==> src/design/let_pkg.sv <==
// Shared types, constants and register codes of the leading-edge trigger.
`timescale 1ns / 1ps
`default_nettype none
package let_pkg;

    // Default sizes of the history and the trace
    localparam int DEF_MAX_FILTER_K = 64;
    localparam int DEF_MAX_TRACE    = 1024;

    // Field widths
    localparam int SAMPLE_W   = 14;
    localparam int DIFF_W     = SAMPLE_W + 1;
    localparam int SUM_W      = DIFF_W + 2;
    localparam int THR_W      = 15;
    localparam int K_W        = 7;
    localparam int START_W    = 10;
    localparam int EDGE_W     = 11;
    localparam int CFG_DATA_W = 15;
    localparam int CFG_IDX_W  = 2;

    // Configuration register indexes
    localparam logic [CFG_IDX_W-1:0] CFG_THRESHOLD   = 2'd0;
    localparam logic [CFG_IDX_W-1:0] CFG_FILTER_K    = 2'd1;
    localparam logic [CFG_IDX_W-1:0] CFG_START_INDEX = 2'd2;

    // Register reset values
    localparam int RST_THRESHOLD   = 100;
    localparam int RST_FILTER_K    = 8;
    localparam int RST_START_INDEX = 0;

    // Filter geometry: five differences around the evaluated position
    localparam int TAPS       = 5;
    localparam int EVAL_LAG   = 2;   // position trails the newest sample
    localparam int SEARCH_OFS = 2;   // search opens this far past start_index

    // Queue depths
    localparam int MID_DEPTH  = 4;
    localparam int OUT_DEPTH  = 4;
    localparam int MID_CNT_W  = $clog2(MID_DEPTH + 1);
    localparam int OUT_CNT_W  = $clog2(OUT_DEPTH + 1);

    typedef logic signed [SAMPLE_W-1:0] t_sample;
    typedef logic signed [DIFF_W-1:0]   t_diff;
    typedef logic signed [SUM_W-1:0]    t_sum;
    typedef logic signed [THR_W-1:0]    t_thr;
    typedef logic [K_W-1:0]             t_k;
    typedef logic [START_W-1:0]         t_start;
    typedef logic [EDGE_W-1:0]          t_idx;
    typedef logic [CFG_IDX_W-1:0]       t_cfg_idx;
    typedef logic [CFG_DATA_W-1:0]      t_cfg_data;

    typedef struct packed {
        t_thr   threshold;
        t_k     filter_k;
        t_start start_index;
    } t_cfg;

    // Per-sample control carried from the front to the decision stage
    typedef struct packed {
        logic eval;   // position is inside the search window
        logic last;   // final sample of the trace
        t_idx pos;    // evaluated position
        t_idx len;    // trace length after this sample
    } t_item_meta;

    typedef struct packed {
        t_diff [TAPS-1:0] d;
        t_item_meta       meta;
    } t_mid_item;

    typedef struct packed {
        t_idx edge_index;
        logic found;
    } t_result;

endpackage
`default_nettype wire

==> src/design/let_ram.sv <==
// Generic single-write, single-read RAM with registered read data.
`timescale 1ns / 1ps
`default_nettype none
module let_ram #(
    parameter int WIDTH = 8,
    parameter int DEPTH = 16
) (
    input  wire logic                                   i_clk,
    input  wire logic                                   i_we,
    input  wire logic [(DEPTH > 1 ? $clog2(DEPTH) : 1)-1:0] i_waddr,
    input  wire logic [WIDTH-1:0]                       i_wdata,
    input  wire logic [(DEPTH > 1 ? $clog2(DEPTH) : 1)-1:0] i_raddr,
    output logic      [WIDTH-1:0]                       o_rdata
);

    logic [WIDTH-1:0] r_mem [DEPTH];

    always_ff @(posedge i_clk) begin
        if (i_we) begin
            r_mem[i_waddr] <= i_wdata;
        end
        o_rdata <= r_mem[i_raddr];
    end

endmodule
`default_nettype wire

==> src/design/let_fifo.sv <==
// Small first-word-fall-through queue with an occupancy count.
`timescale 1ns / 1ps
`default_nettype none
module let_fifo #(
    parameter int WIDTH = 8,
    parameter int DEPTH = 4
) (
    input  wire logic                           i_clk,
    input  wire logic                           i_rst_n,
    input  wire logic                           i_push,
    input  wire logic [WIDTH-1:0]               i_data,
    input  wire logic                           i_pop,
    output logic      [WIDTH-1:0]               o_data,
    output logic                                o_empty,
    output logic      [$clog2(DEPTH+1)-1:0]     o_count
);

    localparam int PW = (DEPTH > 1) ? $clog2(DEPTH) : 1;
    localparam int CW = $clog2(DEPTH + 1);

    logic [WIDTH-1:0] r_mem [DEPTH];
    logic [PW-1:0]    r_wr_ptr;
    logic [PW-1:0]    r_rd_ptr;
    logic [CW-1:0]    r_count;
    logic             w_do_push;
    logic             w_do_pop;

    assign w_do_push = i_push && (r_count != CW'(DEPTH));
    assign w_do_pop  = i_pop && (r_count != '0);
    assign o_data    = r_mem[r_rd_ptr];
    assign o_empty   = (r_count == '0);
    assign o_count   = r_count;

    always_ff @(posedge i_clk) begin
        if (w_do_push) begin
            r_mem[r_wr_ptr] <= i_data;
        end
    end

    always_ff @(posedge i_clk) begin
        if (!i_rst_n) begin
            r_wr_ptr <= '0;
            r_rd_ptr <= '0;
            r_count  <= '0;
        end else begin
            if (w_do_push) begin
                r_wr_ptr <= (r_wr_ptr == PW'(DEPTH - 1)) ? '0 : r_wr_ptr + 1'b1;
            end
            if (w_do_pop) begin
                r_rd_ptr <= (r_rd_ptr == PW'(DEPTH - 1)) ? '0 : r_rd_ptr + 1'b1;
            end
            case ({w_do_push, w_do_pop})
                2'b10:   r_count <= r_count + 1'b1;
                2'b01:   r_count <= r_count - 1'b1;
                default: r_count <= r_count;
            endcase
        end
    end

endmodule
`default_nettype wire

==> src/design/let_front.sv <==
// Front end: sample intake, history RAM, difference taps and search-window tagging.
`timescale 1ns / 1ps
`default_nettype none
module let_front #(
    parameter int MAX_FILTER_K = let_pkg::DEF_MAX_FILTER_K,
    parameter int MAX_TRACE    = let_pkg::DEF_MAX_TRACE
) (
    input  wire logic                           i_clk,
    input  wire logic                           i_rst_n,
    input  wire logic                           i_push,
    output logic                                o_full,
    input  wire let_pkg::t_sample               i_sample,
    input  wire logic                           i_last_of_trace,
    input  wire let_pkg::t_cfg                  i_cfg,
    input  wire logic                           i_k_written,
    input  wire logic [let_pkg::MID_CNT_W-1:0]  i_mid_count,
    output logic                                o_mid_push,
    output let_pkg::t_mid_item                  o_mid_item
);
    import let_pkg::*;

    localparam int DEPTH      = MAX_FILTER_K + TAPS;
    localparam int AW         = $clog2(DEPTH);
    localparam int KW         = $clog2(MAX_FILTER_K + 1);
    localparam int KCW        = (K_W > KW) ? K_W : KW;
    localparam int CW         = $clog2(MAX_TRACE + 1);
    localparam int NW         = ((CW > KW) ? CW : KW) + 1;
    localparam int SW         = ((CW > START_W) ? CW : START_W) + 1;
    localparam int OFS_W      = $clog2(TAPS);
    localparam int RF_SLOTS   = TAPS - 1;
    localparam int RF_W       = (RF_SLOTS > 1) ? $clog2(RF_SLOTS) : 1;
    localparam int EVAL_START = EVAL_LAG + SEARCH_OFS;
    localparam int FW         = MID_CNT_W + 1;

    // RAM address of sample (count - ofs - k), wrapped around the history
    function automatic logic [AW-1:0] hist_addr(input logic [AW-1:0] wp,
                                                input logic [KW-1:0] k,
                                                input logic [OFS_W-1:0] ofs);
        logic [AW:0] back;
        logic [AW:0] here;
        back = (AW+1)'(k) + (AW+1)'(ofs);
        here = {1'b0, wp};
        if (here >= back) begin
            return AW'(here - back);
        end
        return AW'(here + (AW+1)'(DEPTH) - back);
    endfunction

    // Sample (count - ofs - k) lies before the trace start
    function automatic logic before_start(input logic [CW-1:0] cnt,
                                          input logic [KW-1:0] k,
                                          input logic [OFS_W-1:0] ofs);
        return NW'(cnt) < (NW'(k) + NW'(ofs));
    endfunction

    logic [KW-1:0] w_k;
    logic          w_accept;
    logic          w_active;
    logic [AW-1:0] w_raddr;
    t_sample       w_rdata;
    logic [FW-1:0] w_inflight;

    logic [CW-1:0] r_count;
    logic [AW-1:0] r_wp;

    // intake stage
    logic          r_f1_valid;
    t_sample       r_f1_sample;
    logic          r_f1_act;
    logic          r_f1_kz;
    logic          r_f1_neg;
    t_item_meta    r_f1_meta;

    // tap stage
    t_sample       r_cur [TAPS];
    t_sample       r_dly [TAPS];
    t_sample       w_base_cur [TAPS-1];
    t_sample       w_base_dly [TAPS-1];
    t_sample       w_new_dly;
    logic          r_fresh;
    logic          r_f2_valid;
    t_item_meta    r_f2_meta;

    // delayed-tap reload after a filter_k change
    logic            r_rf_busy;
    logic [RF_W-1:0] r_rf_n;
    logic            r_rf_ld;
    logic [RF_W-1:0] r_rf_ld_n;
    logic            r_rf_ld_neg;

    assign w_k = (KCW'(i_cfg.filter_k) > KCW'(MAX_FILTER_K)) ? KW'(MAX_FILTER_K)
                                                            : KW'(i_cfg.filter_k);

    assign w_inflight = FW'(i_mid_count) + FW'(r_f1_valid) + FW'(r_f2_valid);
    assign o_full     = r_rf_busy || r_rf_ld || (w_inflight >= FW'(MID_DEPTH));
    assign w_accept   = i_push && !o_full;
    assign w_active   = (r_count < CW'(MAX_TRACE));

    assign w_raddr = r_rf_busy ? hist_addr(r_wp, w_k, OFS_W'(r_rf_n) + 1'b1)
                               : hist_addr(r_wp, w_k, '0);

    let_ram #(
        .WIDTH (SAMPLE_W),
        .DEPTH (DEPTH)
    ) u_hist (
        .i_clk   (i_clk),
        .i_we    (w_accept && w_active),
        .i_waddr (r_wp),
        .i_wdata (i_sample),
        .i_raddr (w_raddr),
        .o_rdata (w_rdata)
    );

    // sample counter and write pointer
    always_ff @(posedge i_clk) begin
        if (!i_rst_n) begin
            r_count <= '0;
            r_wp    <= '0;
        end else if (w_accept) begin
            if (i_last_of_trace) begin
                r_count <= '0;
                r_wp    <= '0;
            end else if (w_active) begin
                r_count <= r_count + 1'b1;
                r_wp    <= (r_wp == AW'(DEPTH - 1)) ? '0 : r_wp + 1'b1;
            end
        end
    end

    // intake stage
    always_ff @(posedge i_clk) begin
        if (!i_rst_n) begin
            r_f1_valid <= 1'b0;
        end else begin
            r_f1_valid <= w_accept;
        end
    end

    always_ff @(posedge i_clk) begin
        if (w_accept) begin
            r_f1_sample    <= i_sample;
            r_f1_act       <= w_active;
            r_f1_kz        <= (w_k == '0);
            r_f1_neg       <= before_start(r_count, w_k, '0);
            r_f1_meta.eval <= w_active &&
                              (SW'(r_count) >= SW'(i_cfg.start_index) + SW'(EVAL_START));
            r_f1_meta.last <= i_last_of_trace;
            r_f1_meta.pos  <= t_idx'(r_count - CW'(EVAL_LAG));
            r_f1_meta.len  <= w_active ? t_idx'(r_count + 1'b1) : t_idx'(r_count);
        end
    end

    // taps read as zero right after a trace ends
    always_comb begin
        for (int n = 0; n < TAPS - 1; n++) begin
            w_base_cur[n] = r_fresh ? '0 : r_cur[n];
            w_base_dly[n] = r_fresh ? '0 : r_dly[n];
        end
        if (r_f1_kz) begin
            w_new_dly = r_f1_sample;
        end else if (r_f1_neg) begin
            w_new_dly = '0;
        end else begin
            w_new_dly = w_rdata;
        end
    end

    always_ff @(posedge i_clk) begin
        if (r_f1_valid && r_f1_act) begin
            r_cur[0] <= r_f1_sample;
            r_dly[0] <= w_new_dly;
            for (int n = 1; n < TAPS; n++) begin
                r_cur[n] <= w_base_cur[n-1];
                r_dly[n] <= w_base_dly[n-1];
            end
        end else if (r_rf_ld) begin
            r_dly[OFS_W'(r_rf_ld_n)] <= r_rf_ld_neg ? '0 : w_rdata;
        end
    end

    always_ff @(posedge i_clk) begin
        if (!i_rst_n) begin
            r_fresh    <= 1'b1;
            r_f2_valid <= 1'b0;
        end else begin
            r_f2_valid <= r_f1_valid;
            if (r_f1_valid) begin
                r_fresh <= r_f1_meta.last;
            end
        end
    end

    always_ff @(posedge i_clk) begin
        if (r_f1_valid) begin
            r_f2_meta <= r_f1_meta;
        end
    end

    // reload the delayed taps with the new distance, one RAM read a cycle
    always_ff @(posedge i_clk) begin
        if (!i_rst_n) begin
            r_rf_busy <= 1'b0;
            r_rf_n    <= '0;
            r_rf_ld   <= 1'b0;
        end else begin
            r_rf_ld <= r_rf_busy;
            if (i_k_written) begin
                r_rf_busy <= 1'b1;
                r_rf_n    <= '0;
            end else if (r_rf_busy) begin
                r_rf_n <= r_rf_n + 1'b1;
                if (r_rf_n == RF_W'(RF_SLOTS - 1)) begin
                    r_rf_busy <= 1'b0;
                end
            end
        end
    end

    always_ff @(posedge i_clk) begin
        if (r_rf_busy) begin
            r_rf_ld_n   <= r_rf_n;
            r_rf_ld_neg <= before_start(r_count, w_k, OFS_W'(r_rf_n) + 1'b1);
        end
    end

    // differences toward the queue
    assign o_mid_push = r_f2_valid;
    always_comb begin
        o_mid_item.meta = r_f2_meta;
        for (int n = 0; n < TAPS; n++) begin
            o_mid_item.d[n] = t_diff'(r_cur[n]) - t_diff'(r_dly[n]);
        end
    end

endmodule
`default_nettype wire

==> src/design/let_back.sv <==
// Back end: double 1-2-1 smoothing, threshold compare and edge decision.
`timescale 1ns / 1ps
`default_nettype none
module let_back (
    input  wire logic                           i_clk,
    input  wire logic                           i_rst_n,
    input  wire logic                           i_mid_empty,
    input  wire let_pkg::t_mid_item             i_mid_item,
    output logic                                o_mid_pop,
    input  wire let_pkg::t_thr                  i_threshold,
    input  wire logic [let_pkg::OUT_CNT_W-1:0]  i_out_count,
    output logic                                o_out_push,
    output let_pkg::t_result                    o_out_item
);
    import let_pkg::*;

    localparam int ROUND_BIAS = 3;
    localparam int DIV_SHIFT  = 2;
    localparam int OW         = OUT_CNT_W + 1;

    // divide by four, truncating toward zero
    function automatic t_diff div4(input t_sum x);
        t_sum adj;
        adj = x[SUM_W-1] ? x + t_sum'(ROUND_BIAS) : x;
        return t_diff'(adj >>> DIV_SHIFT);
    endfunction

    function automatic t_sum sum121(input t_diff a, input t_diff b, input t_diff c);
        return t_sum'(a) + (t_sum'(b) <<< 1) + t_sum'(c);
    endfunction

    t_diff      w_d [TAPS];
    logic       w_level;

    logic       r_b1_valid;
    t_diff      r_s1;
    t_diff      r_s2;
    t_diff      r_s3;
    t_item_meta r_b1_meta;

    logic       r_b2_valid;
    t_diff      r_dd;
    t_item_meta r_b2_meta;

    logic       r_prev;
    logic       r_done;
    logic       n_prev;
    logic       n_done;

    // room check covers every item already in the smoothing stages
    assign o_mid_pop = !i_mid_empty &&
                       ((OW'(i_out_count) + OW'(r_b1_valid) + OW'(r_b2_valid)) < OW'(OUT_DEPTH));

    always_comb begin
        for (int n = 0; n < TAPS; n++) begin
            w_d[n] = i_mid_item.d[n];
        end
    end

    always_ff @(posedge i_clk) begin
        if (!i_rst_n) begin
            r_b1_valid <= 1'b0;
            r_b2_valid <= 1'b0;
        end else begin
            r_b1_valid <= o_mid_pop;
            r_b2_valid <= r_b1_valid;
        end
    end

    // d[0] is the newest difference; ordering is symmetric so either end works
    always_ff @(posedge i_clk) begin
        if (o_mid_pop) begin
            r_s1      <= div4(sum121(w_d[4], w_d[3], w_d[2]));
            r_s2      <= div4(sum121(w_d[3], w_d[2], w_d[1]));
            r_s3      <= div4(sum121(w_d[2], w_d[1], w_d[0]));
            r_b1_meta <= i_mid_item.meta;
        end
        if (r_b1_valid) begin
            r_dd      <= div4(sum121(r_s1, r_s2, r_s3));
            r_b2_meta <= r_b1_meta;
        end
    end

    assign w_level = (i_threshold > 0) ? (r_dd > i_threshold) : (r_dd < i_threshold);

    always_comb begin
        n_prev                = r_prev;
        n_done                = r_done;
        o_out_push            = 1'b0;
        o_out_item.edge_index = r_b2_meta.pos;
        o_out_item.found      = 1'b1;
        if (r_b2_valid) begin
            if (r_b2_meta.eval && !r_done) begin
                if (w_level && !r_prev) begin
                    o_out_push = 1'b1;
                    n_done     = 1'b1;
                end
                n_prev = w_level;
            end
            if (r_b2_meta.last) begin
                if (!n_done) begin
                    o_out_push            = 1'b1;
                    o_out_item.edge_index = r_b2_meta.len;
                    o_out_item.found      = 1'b0;
                end
                n_prev = 1'b0;
                n_done = 1'b0;
            end
        end
    end

    always_ff @(posedge i_clk) begin
        if (!i_rst_n) begin
            r_prev <= 1'b0;
            r_done <= 1'b0;
        end else begin
            r_prev <= n_prev;
            r_done <= n_done;
        end
    end

endmodule
`default_nettype wire

==> src/design/leading_edge_trigger.sv <==
// Top level of the leading-edge trigger: config registers, front, queues, back.
`timescale 1ns / 1ps
`default_nettype none
// Leading-edge trigger. One signed ADC sample per transfer, in trace order, with
// last_of_trace on the final sample. For each position i the block forms the
// K-sample differences around i, smooths them twice with a 1-2-1 kernel (each
// pass divides by four, truncating toward zero) and compares against threshold:
// a positive threshold triggers on "above", zero or negative on "below". It
// reports the first position at or after start_index+2 where that level goes
// from 0 to 1 (found=1), or, if none, the trace length at the last sample
// (found=0); at most one result per trace. Position i is judged when sample i+2
// arrives, so the last two positions of a trace are never judged. Samples past
// MAX_TRACE-1 are dropped and the length saturates at MAX_TRACE; filter_k above
// MAX_FILTER_K is clamped, filter_k of zero never triggers; start_index should
// be at least filter_k (earlier samples read as zero). Throughput is one sample
// per clock while full is low; with neither queue backed up, a result reaches
// the output ports through two front stages, the middle queue, two smoothing
// stages and the result queue. The history lives in a (MAX_FILTER_K+5)-entry
// RAM with one read port; after a write to filter_k the block holds full high
// while it rereads four history entries through that port. Write configuration
// only while the block is idle.
module leading_edge_trigger #(
    parameter int MAX_FILTER_K = let_pkg::DEF_MAX_FILTER_K,
    parameter int MAX_TRACE    = let_pkg::DEF_MAX_TRACE
) (
    input  wire logic                  i_clk,
    input  wire logic                  i_rst_n,
    // sample input queue
    input  wire logic                  push,
    output logic                       full,
    input  wire let_pkg::t_sample      i_sample,
    input  wire logic                  i_last_of_trace,
    // result output queue
    output logic                       empty,
    input  wire logic                  pop,
    output let_pkg::t_idx              o_edge_index,
    output logic                       o_found,
    // configuration writes
    input  wire logic                  i_cfg_we,
    input  wire let_pkg::t_cfg_idx     i_cfg_idx,
    input  wire let_pkg::t_cfg_data    i_cfg_wdata
);
    import let_pkg::*;

    t_cfg                 r_cfg;
    logic                 w_k_written;

    t_mid_item            w_front_item;
    logic                 w_front_push;
    t_mid_item            w_back_item;
    logic                 w_mid_empty;
    logic                 w_mid_pop;
    logic [MID_CNT_W-1:0] w_mid_count;

    t_result              w_result;
    logic                 w_result_push;
    t_result              w_out_item;
    logic [OUT_CNT_W-1:0] w_out_count;

    // Configuration registers; a filter_k write also triggers the tap reload.
    always_ff @(posedge i_clk) begin
        if (!i_rst_n) begin
            r_cfg.threshold   <= t_thr'(RST_THRESHOLD);
            r_cfg.filter_k    <= t_k'(RST_FILTER_K);
            r_cfg.start_index <= t_start'(RST_START_INDEX);
        end else if (i_cfg_we) begin
            unique case (i_cfg_idx)
                CFG_THRESHOLD:   r_cfg.threshold   <= t_thr'(i_cfg_wdata);
                CFG_FILTER_K:    r_cfg.filter_k    <= i_cfg_wdata[K_W-1:0];
                CFG_START_INDEX: r_cfg.start_index <= i_cfg_wdata[START_W-1:0];
                default:         r_cfg             <= r_cfg;
            endcase
        end
    end

    assign w_k_written = i_cfg_we && (i_cfg_idx == CFG_FILTER_K);

    // Front: intake, history and differences
    let_front #(
        .MAX_FILTER_K (MAX_FILTER_K),
        .MAX_TRACE    (MAX_TRACE)
    ) u_front (
        .i_clk           (i_clk),
        .i_rst_n         (i_rst_n),
        .i_push          (push),
        .o_full          (full),
        .i_sample        (i_sample),
        .i_last_of_trace (i_last_of_trace),
        .i_cfg           (r_cfg),
        .i_k_written     (w_k_written),
        .i_mid_count     (w_mid_count),
        .o_mid_push      (w_front_push),
        .o_mid_item      (w_front_item)
    );

    // Queue between front and back so each side stalls on its own
    let_fifo #(
        .WIDTH ($bits(t_mid_item)),
        .DEPTH (MID_DEPTH)
    ) u_mid_q (
        .i_clk   (i_clk),
        .i_rst_n (i_rst_n),
        .i_push  (w_front_push),
        .i_data  (w_front_item),
        .i_pop   (w_mid_pop),
        .o_data  (w_back_item),
        .o_empty (w_mid_empty),
        .o_count (w_mid_count)
    );

    // Back: smoothing, compare and edge decision
    let_back u_back (
        .i_clk       (i_clk),
        .i_rst_n     (i_rst_n),
        .i_mid_empty (w_mid_empty),
        .i_mid_item  (w_back_item),
        .o_mid_pop   (w_mid_pop),
        .i_threshold (r_cfg.threshold),
        .i_out_count (w_out_count),
        .o_out_push  (w_result_push),
        .o_out_item  (w_result)
    );

    // Result queue; holds results while the consumer stalls
    let_fifo #(
        .WIDTH ($bits(t_result)),
        .DEPTH (OUT_DEPTH)
    ) u_out_q (
        .i_clk   (i_clk),
        .i_rst_n (i_rst_n),
        .i_push  (w_result_push),
        .i_data  (w_result),
        .i_pop   (pop),
        .o_data  (w_out_item),
        .o_empty (empty),
        .o_count (w_out_count)
    );

    assign o_edge_index = w_out_item.edge_index;
    assign o_found      = w_out_item.found;

endmodule
`default_nettype wire
==> config.mk <==
export PLATFORM = sky130hd
export DESIGN_NAME = leading_edge_trigger
export DESIGN_NICKNAME = d
export VERILOG_FILES = /design/src/design/let_pkg.sv /design/src/design/let_ram.sv /design/src/design/let_fifo.sv /design/src/design/let_front.sv /design/src/design/let_back.sv /design/src/design/leading_edge_trigger.sv
export SDC_FILE = /design/constraint.sdc
export NUM_CORES = 2
export LEC_CHECK = 0
export BUFFER_PORTS_ARGS = -buffer_cell sky130_fd_sc_hd__buf_4
export CORE_ASPECT_RATIO = 0.75
export CORE_UTILIZATION = 35
export CTS_CLUSTER_SIZE = 14
export DETAILED_ROUTE_END_ITERATION = 7
export GPL_TIMING_DRIVEN = 0
export PLACE_DENSITY = 0.57
export REMOVE_ABC_BUFFERS = 1
export SYNTH_ARGS = -nofsm -noshare
export SYNTH_HDL_FRONTEND = slang
export SYNTH_SLANG_ARGS = --single-unit
==> constraint.sdc <==
create_clock -name i_clk -period 7.2 [get_ports i_clk]
set_input_delay 0.72 -clock i_clk [delete_from_list [all_inputs] [get_ports i_clk]]
set_output_delay 0.72 -clock i_clk [all_outputs]
set_load 0.02 [all_outputs]
# [Word level (Yosys, flattened, before mapping)]
# Memory sizes are Yosys's and may differ from the RTL's. A register that Yosys moved wholly into a read port is not among the register bits.
# Index checks and enable logic that the tools add are counted.
[totals] ff_bits=251 ramBits=1550 input_bits=37 out_inout_bits=14 wordCells=230 memories=5
[op_classes] addsub=42 n_lt_le_gt_ge=12 eq_ne=14 mux=70 n_bitwise=1 reduce_logical=35
[mem_list] name="u_front.u_hist.r_mem" words=69 width=14 read_ports=1 rd_ports_with_merged_regs=1 write_ports=1 line_no="let_ram.sv:16" source="logic [WIDTH-1:0] r_mem [DEPTH];"
[mem_list] name="u_mid_q.r_mem" words=4 width=99 read_ports=1 rd_ports_with_merged_regs=1 write_ports=1 line_no="let_fifo.sv:21" source="logic [WIDTH-1:0] r_mem [DEPTH];"
[mem_list] name="u_front.r_cur" words=5 width=14 read_ports=5 rd_ports_with_merged_regs=0 write_ports=5 line_no="let_front.sv:75" source="t_sample r_cur [TAPS];"
[mem_list] name="u_front.r_dly" words=5 width=14 read_ports=5 rd_ports_with_merged_regs=0 write_ports=5 line_no="let_front.sv:76" source="t_sample r_dly [TAPS];"
[mem_list] name="u_out_q.r_mem" words=4 width=12 read_ports=1 rd_ports_with_merged_regs=1 write_ports=1 line_no="let_fifo.sv:21"
[op_table] cell="2-to-1 mux 14 bit" count=12
[op_table] cell="subtractor 14 x 14 -> 15 bit" count=5
[op_table] cell="adder 15 x 16 -> 17 bit" count=4
[op_table] cell="adder 17 x 15 -> 17 bit" count=4
[op_table] cell="adder 17 x 3 -> 17 bit (second input constant)" count=4
[op_table] cell="2-to-1 mux 16 bit" count=4
[op_table] cell="2-to-1 mux 7 bit" count=9
[op_table] cell="2-to-1 mux 12 bit" count=3
[op_table] cell="2-to-1 mux 1 bit" count=29
[op_table] cell="subtractor 7 bit" count=4
[op_table] cell="2-to-1 mux 11 bit" count=2
[op_table] cell="adder 7 x 3 -> 8 bit" count=2
[op_table] cell="== test 2 bit (second input constant)" count=8
[op_table] cell="2-to-1 mux 2 bit" count=8
[op_table] cell="> comparator 15 x 1 -> 1 bit (second input constant)" count=1
[op_table] cell="> comparator 15 bit" count=1
[op_table] cell="< comparator 15 bit" count=1
[op_table] cell="OR reduction 14 bit" count=1
[op_table] cell="greater-or-equal comparator 11 x 12 -> 1 bit" count=1
[op_table] cell="logical AND 1 bit" count=12
[op_table] cell="< comparator 11 x 12 -> 1 bit" count=1
[op_table] cell="one-hot mux 3 bit (2 select lines)" count=2
[op_table] cell="adder 10 x 3 -> 11 bit (second input constant)" count=1
[op_table] cell="adder 11 x 1 -> 11 bit (second input constant)" count=1
[op_table] cell="30 further kinds" count=54

# [Longest topological paths before layout]
[depth] depth_word=12 depth_mapped=29 depth_no_buf=27

# [Cells and area by module]
# From an unflattened synthesis, not the netlist that was laid out.
[hier_totals] hier_cells=4757 hier_area_um2=79765.3
[by_module_without_submodules] mod="let_ram" n_inst=1 cells_per_inst=1655 area_per_inst_um2=37623.6 seq_area_each_um2=29288.1
[by_module_without_submodules] mod="let_fifo at u_mid_q" n_inst=1 cells_per_inst=572 area_per_inst_um2=14732.9 seq_area_each_um2=12071.6
[by_module_without_submodules] mod="let_front" n_inst=1 cells_per_inst=1352 area_per_inst_um2=14143.6 seq_area_each_um2=6746.5
[by_module_without_submodules] mod="let_back" n_inst=1 cells_per_inst=935 area_per_inst_um2=9796.9 seq_area_each_um2=3323.2
[by_module_without_submodules] mod="let_fifo at u_out_q" n_inst=1 cells_per_inst=117 area_per_inst_um2=2217.1 seq_area_each_um2=1621.6
[by_module_without_submodules] mod="leading_edge_trigger" n_inst=1 cells_per_inst=126 area_per_inst_um2=1251.2 seq_area_each_um2=640.6

# [Least setup slack after synthesis]
# OpenSTA, ideal clock, no wires.
[synth_timing] kind="reg2reg" from="register u_back.r_b1_valid" to="register u_mid_q.r_count[2] (netlist: u_mid_q.o_count[2])" setup_time_ps=70 t_arrival_ps=7817 required_time_ps=7130 setup_slack_ps=-687 path_stages_with_launch=10 n_path_buf=0 period_less_slack_ps=7887 path_cell_list="dfxtp_1 a21oi_1 nor2_1 nor3_1 ha_1 inv_1 fa_1 xor2_1 or3_1 a21oi_1"
[synth_between] elab_chain_cells=7 word_cells_on_any_way=9 classes_between="add/sub: 2; order compare: 1; eq/ne: 2; mux: 1; reduce/logical: 3"
[synth_rtl] item="start: declaration" line_no="let_back.sv:35" source="logic r_b1_valid;"
[synth_rtl] item="start signal: assignment" line_no="let_back.sv:65" source="r_b1_valid <= o_mid_pop;"
[synth_rtl] item="adder 3 x 1 -> 4 bit (*)" line_no="let_back.sv:52" source="((OW'(i_out_count) + OW'(r_b1_valid) + OW'(r_b2_valid)) < OW'(OUT_DEPTH));"
[synth_rtl] item="adder 4 x 1 -> 4 bit (*)" line_no="let_back.sv:52"
[synth_rtl] item="< comparator 4 x 3 -> 1 bit (*)" line_no="let_back.sv:52"
[synth_rtl] item="logical AND 1 bit (*)" line_no="let_back.sv:51" source="assign o_mid_pop = !i_mid_empty &&"
[synth_rtl] item="via u_back.o_mid_pop" line_no="let_back.sv:9" source="output logic o_mid_pop,"
[synth_rtl] item="logical AND 1 bit (*)" line_no="let_fifo.sv:29" source="assign w_do_pop = i_pop && (r_count != '0);"
[synth_rtl] item="== test 2 x 1 -> 1 bit / == test 2 bit (equally long branches)" line_no="let_fifo.sv:52" source="case ({w_do_push, w_do_pop})"
[synth_rtl] item="one-hot mux 3 bit (2 select lines) / nonzero test 2 bit (equally long branches)"
[synth_rtl] item="end signal: assignment" line_no="let_fifo.sv:53" source="2'b10: r_count <= r_count + 1'b1;"
[synth_rtl] item="end signal: assignment" line_no="let_fifo.sv:54" source="2'b01: r_count <= r_count - 1'b1;"
[synth_rtl] item="end signal: assignment" line_no="let_fifo.sv:55" source="default: r_count <= r_count;"
[synth_rtl] item="end: declaration" line_no="let_fifo.sv:24" source="logic [CW-1:0] r_count;"
# The timed path passes the listed nets; every way through them passes the cells marked *.
# A chain may end at the register's enable or synchronous reset.

# [Final worst setup path]
[layout_timing] from="register r_cfg[16] (netlist bit)" to="register u_front.u_hist.o_rdata[9], read port of u_front.u_hist.r_mem"
[layout_between] elab_chain_cells=7 word_cells_on_any_way=16 classes_between="add/sub: 5; order compare: 3; mux: 8"
[layout_rtl] item="start: declaration" line_no="leading_edge_trigger.sv:45" source="t_cfg r_cfg;"
[layout_rtl] item="start signal: assignment" line_no="leading_edge_trigger.sv:71" source="default: r_cfg <= r_cfg;"
[layout_rtl] item="> comparator 7 bit" line_no="let_front.sv:91" source="assign w_k = (KCW'(i_cfg.filter_k) > KCW'(MAX_FILTER_K)) ? KW'(MAX_FILTER_K)"
[layout_rtl] item="2-to-1 mux 7 bit (*)" line_no="let_front.sv:91"
[layout_rtl] item="adder 7 x 3 -> 8 bit" line_no="let_front.sv:41" source="back = (AW+1)'(k) + (AW+1)'(ofs);"
[layout_rtl] item="subtractor 7 bit / greater-or-equal comparator 7 x 8 -> 1 bit (equally long branches)" line_no="let_front.sv:44, let_front.sv:43"
[layout_rtl] item="2-to-1 mux 7 bit / 2-to-1 mux 1 bit (equally long branches)" line_no="let_front.sv:43" source="if (here >= back) begin"
[layout_rtl] item="2-to-1 mux 7 bit" line_no="let_front.sv:46" source="return AW'(here + (AW+1)'(DEPTH) - back);"
[layout_rtl] item="2-to-1 mux 7 bit (*)" line_no="let_front.sv:99" source="assign w_raddr = r_rf_busy ? hist_addr(r_wp, w_k, OFS_W'(r_rf_n) + 1'b1)"
[layout_rtl] item="end: declaration" line_no="let_ram.sv:13" source="output logic [WIDTH-1:0] o_rdata"
# Mark *: on every way between the ends. The rest lies on a longest branch, timed or not. The select of a mux whose other input is x is not followed.

==> run metrics <==
status complete, no violations; wire per inst 21.6 um; cell total after placement 8886; Critical Path Source Type register; Pleak 31.7 nW; CTS buffer count 182; # fillers 20900; Die Footprint 232000 sq um; Final setup viols 0; Synth top area share 0.643; slowest CP cell nor4_1; Register Area 53700 sq um; Critical Path RT 7.95 ns; Worst Path Arrival 7.76 ns; register area share after synthesis 0.666; EDFF count, synth 1726; synth top area cells edfxtp_1 64%, nand2_1 4.2%, ha_1 3.4%; CTS tree yes; vias in the first global route 47400; WS Path Type register to register; final period utilization 0.973; worst skew pair latency 0.85 ns; Post-synth ARST share 0; Fin. Hold Viols 0; Post-DP Area 86000 sq um; first-pass GRT wire length 299000 um; crit path max fanout 81; layout cell share with drive strength beyond 1 0.127; number of DRC markers in iteration 0 4682; port bufs 50; total track usage 0.168; vias per inst 5.25; design area 92500 sq um; row cnt 152; pwr dens 408 nW/um^2; clk buf depth 4; Layout Cells excl Fill 9237; nets 6355; critical path's top delay family adder cells; Clock Skews 0.0738 ns; VDD IR max 0.406 mV; FMAX 0.143 GHz; WL final 200000 um; Mapped Cells 5928; DR DRC count 0; Overflow after GRT 0; buffer and inverter count on the worst path 4; yosys synthesis warning count 0; Cell variety after synth 85; largest net degree at the start of global routing 82; Die X 556 um; slew at the pin closest to its max-slew limit 1.37 ns; I/O pin cnt 51; root buffer cell clkbuf_16; Max Cap Violations 0; Clock Pin Slew Worst Setup and Hold Paths 0.06 ns; Synth Cell Area 80600 sq um; initial antenna violation count 7; Layout area overhead 14.7%; CTS H-tree lvls 4; Clock Sinks 1819; Mean Syn Cell Area 13.6 sq um; Tot Pwr 37.8 mW; GP Congestion 0.808; max_slew headroom 0.0818; Routed Antenna Nets 0; Tmin final 7.01 ns; Pre-antenna DRT Iters 5; crit-path max cell delay 0.78 ns; critical path capture point type register; core area 229000 sq um; Synth area leader edfxtp_1; post-synthesis register bit count 1819; Multi-input gate area 25800 sq um; starting density of the core 0.352; Hold WC Path Type input port to register; RSZ-0062 raised after global routing false; Chip Height 418 um; dpl hpwl 126000 um; Max Slew Vio Count 0; TNS Setup 0 ns; Vias 48500; Synth Flop Type edfxtp_1
registers in the layout (all words and copies together) (netlist names), 15 cells and up, named ones only:
name,count
u_back.r_b2_meta,24
u_front.u_hist.r_mem,966
u_back.r_s3,15
u_back.r_dd,15
u_front.r_dly,70
u_mid_q.r_mem,396
u_front.o_mid_item,24
u_back.r_s1,15
u_front.r_cur,70
u_front.r_f1_meta,24
u_back.r_b1_meta,24
u_out_q.r_mem,48
u_back.r_s2,15
r_cfg,32
metal layers:
layer  vias up  global-route usage  wire length, um
met4         6              0.0394             4170
met5         -                   0               33
li1      22300                   -                -
met2      1520               0.250            86100
met3       283              0.0289            14100
met1     24400               0.254            95400
area by class of cell:
cell class / count / area share
inverter: 204 / 0.00839
tap: 3080 / 0.0417
timing repair buffer: 191 / 0.0293
clock buffer: 229 / 0.0515
multi-input combinational: 3626 / 0.279
antenna: 2 / 0.0000541
sequential: 1819 / 0.581
clock inverter: 86 / 0.00886
Yosys cell counts (all sizes together) (35+ instances only):
cell type  instances
ha               219
a221oi            58
fa                75
nor2             309
xor2              66
nor2b             98
a2bb2oi           57
mux2              70
a22oi             45
edfxtp          1726
o21ai            209
nand2            899
mux2i            110
nor3              92
a21oi            308
buf               67
inv              203
xnor2            121
nand3            242
mux4             111
nand3b            48
nand2b            35
clkbuf           214
dfxtp             93
report_power, final:
group / switching [mW] / total [mW] / leakage, nW / internal, mW
clock: 4.02 / 9.17 / 2.72 / 5.15
sequential: 0.395 / 13.4 / 16.4 / 13.0
combinational: 9.26 / 15.2 / 12.6 / 5.95
path summary, 6_finish.rpt:
kind	startpoint	endpoint	slack, ns	depth (start not counted)
min	i_cfg_wdata[14]	r_cfg[31]$_SDFFE_PN0P_	0.15	3
max	r_cfg[16]$_SDFFE_PN0P_	u_front.u_hist.o_rdata[9]$_DFF_P_	0.19	25
max reg2reg	r_cfg[16]$_SDFFE_PN0P_	u_front.u_hist.o_rdata[9]$_DFF_P_	0.19	25
min reg2reg	u_front.r_f1_meta[11]$_DFFE_PP_	u_front.o_mid_item[11]$_DFFE_PP_	0.38	0
worst min-delay path, cell delays in order:
cell and delay (ns):
buf_4 0.11, nand2_1 0.05, a21oi_1 0.05
through the flow:
stage | hold WS (ns) | utilization | worst slack [ns]
2_1_floorplan | 0.400 | - | -23.73
3_3_place_gp | 0.401 | 0.366 | -49.91
3_5_place_dp | 0.405 | 0.376 | -2.84
4_1_cts | 0.103 | 0.403 | -0.00500
5_1_grt | 0.134 | 0.404 | 0.0206
6_report | 0.153 | 0.404 | 0.191
logic make-up (layout without fill, tap and decap cells):
| logic type | after synthesis | count (layout) | synth area share |
|---|---|---|---|
| AOI/OAI and AO/OA | 962 | 962 | 0.0779 |
| xor gates and xnor gates | 187 | 187 | 0.0203 |
| adders and majority gates | 298 | 298 | 0.0531 |
| buffers and inverters | 485 | 710 | 0.0230 |
| DFF | 1819 | 1819 | 0.666 |
| muxes | 291 | 291 | 0.0545 |
| other | 1 | 3 | 0.0000465 |
| and+or+nand+nor | 1885 | 1887 | 0.105 |
layout by cell type, fill, tap and decap left out, types with 57 or more instances in the layout:
cell type,n
a21oi_1,306
a2bb2oi_1,57
buf_4,80
clkbuf_16,186
dfxtp_1,86
edfxtp_1,1726
fa_1,74
ha_1,215
inv_1,198
mux2_2,61
mux2i_1,108
mux4_2,111
nand2_1,894
nand3_1,241
nor2_1,250
nor2b_1,96
nor3_1,75
o21ai_0,200
xnor2_1,117
xor2_1,66
timing repair:
action / 4_1_cts / 5_1_grt
cloned: 0 / 5
pin swaps: 8 / 9
hold buffers: 0 / 0
endpoints found under the setup margin: 14 / 14
setup buffers: 13 / 14
resized for setup: 77 / 21
Power figures use the tool's default switching activity.
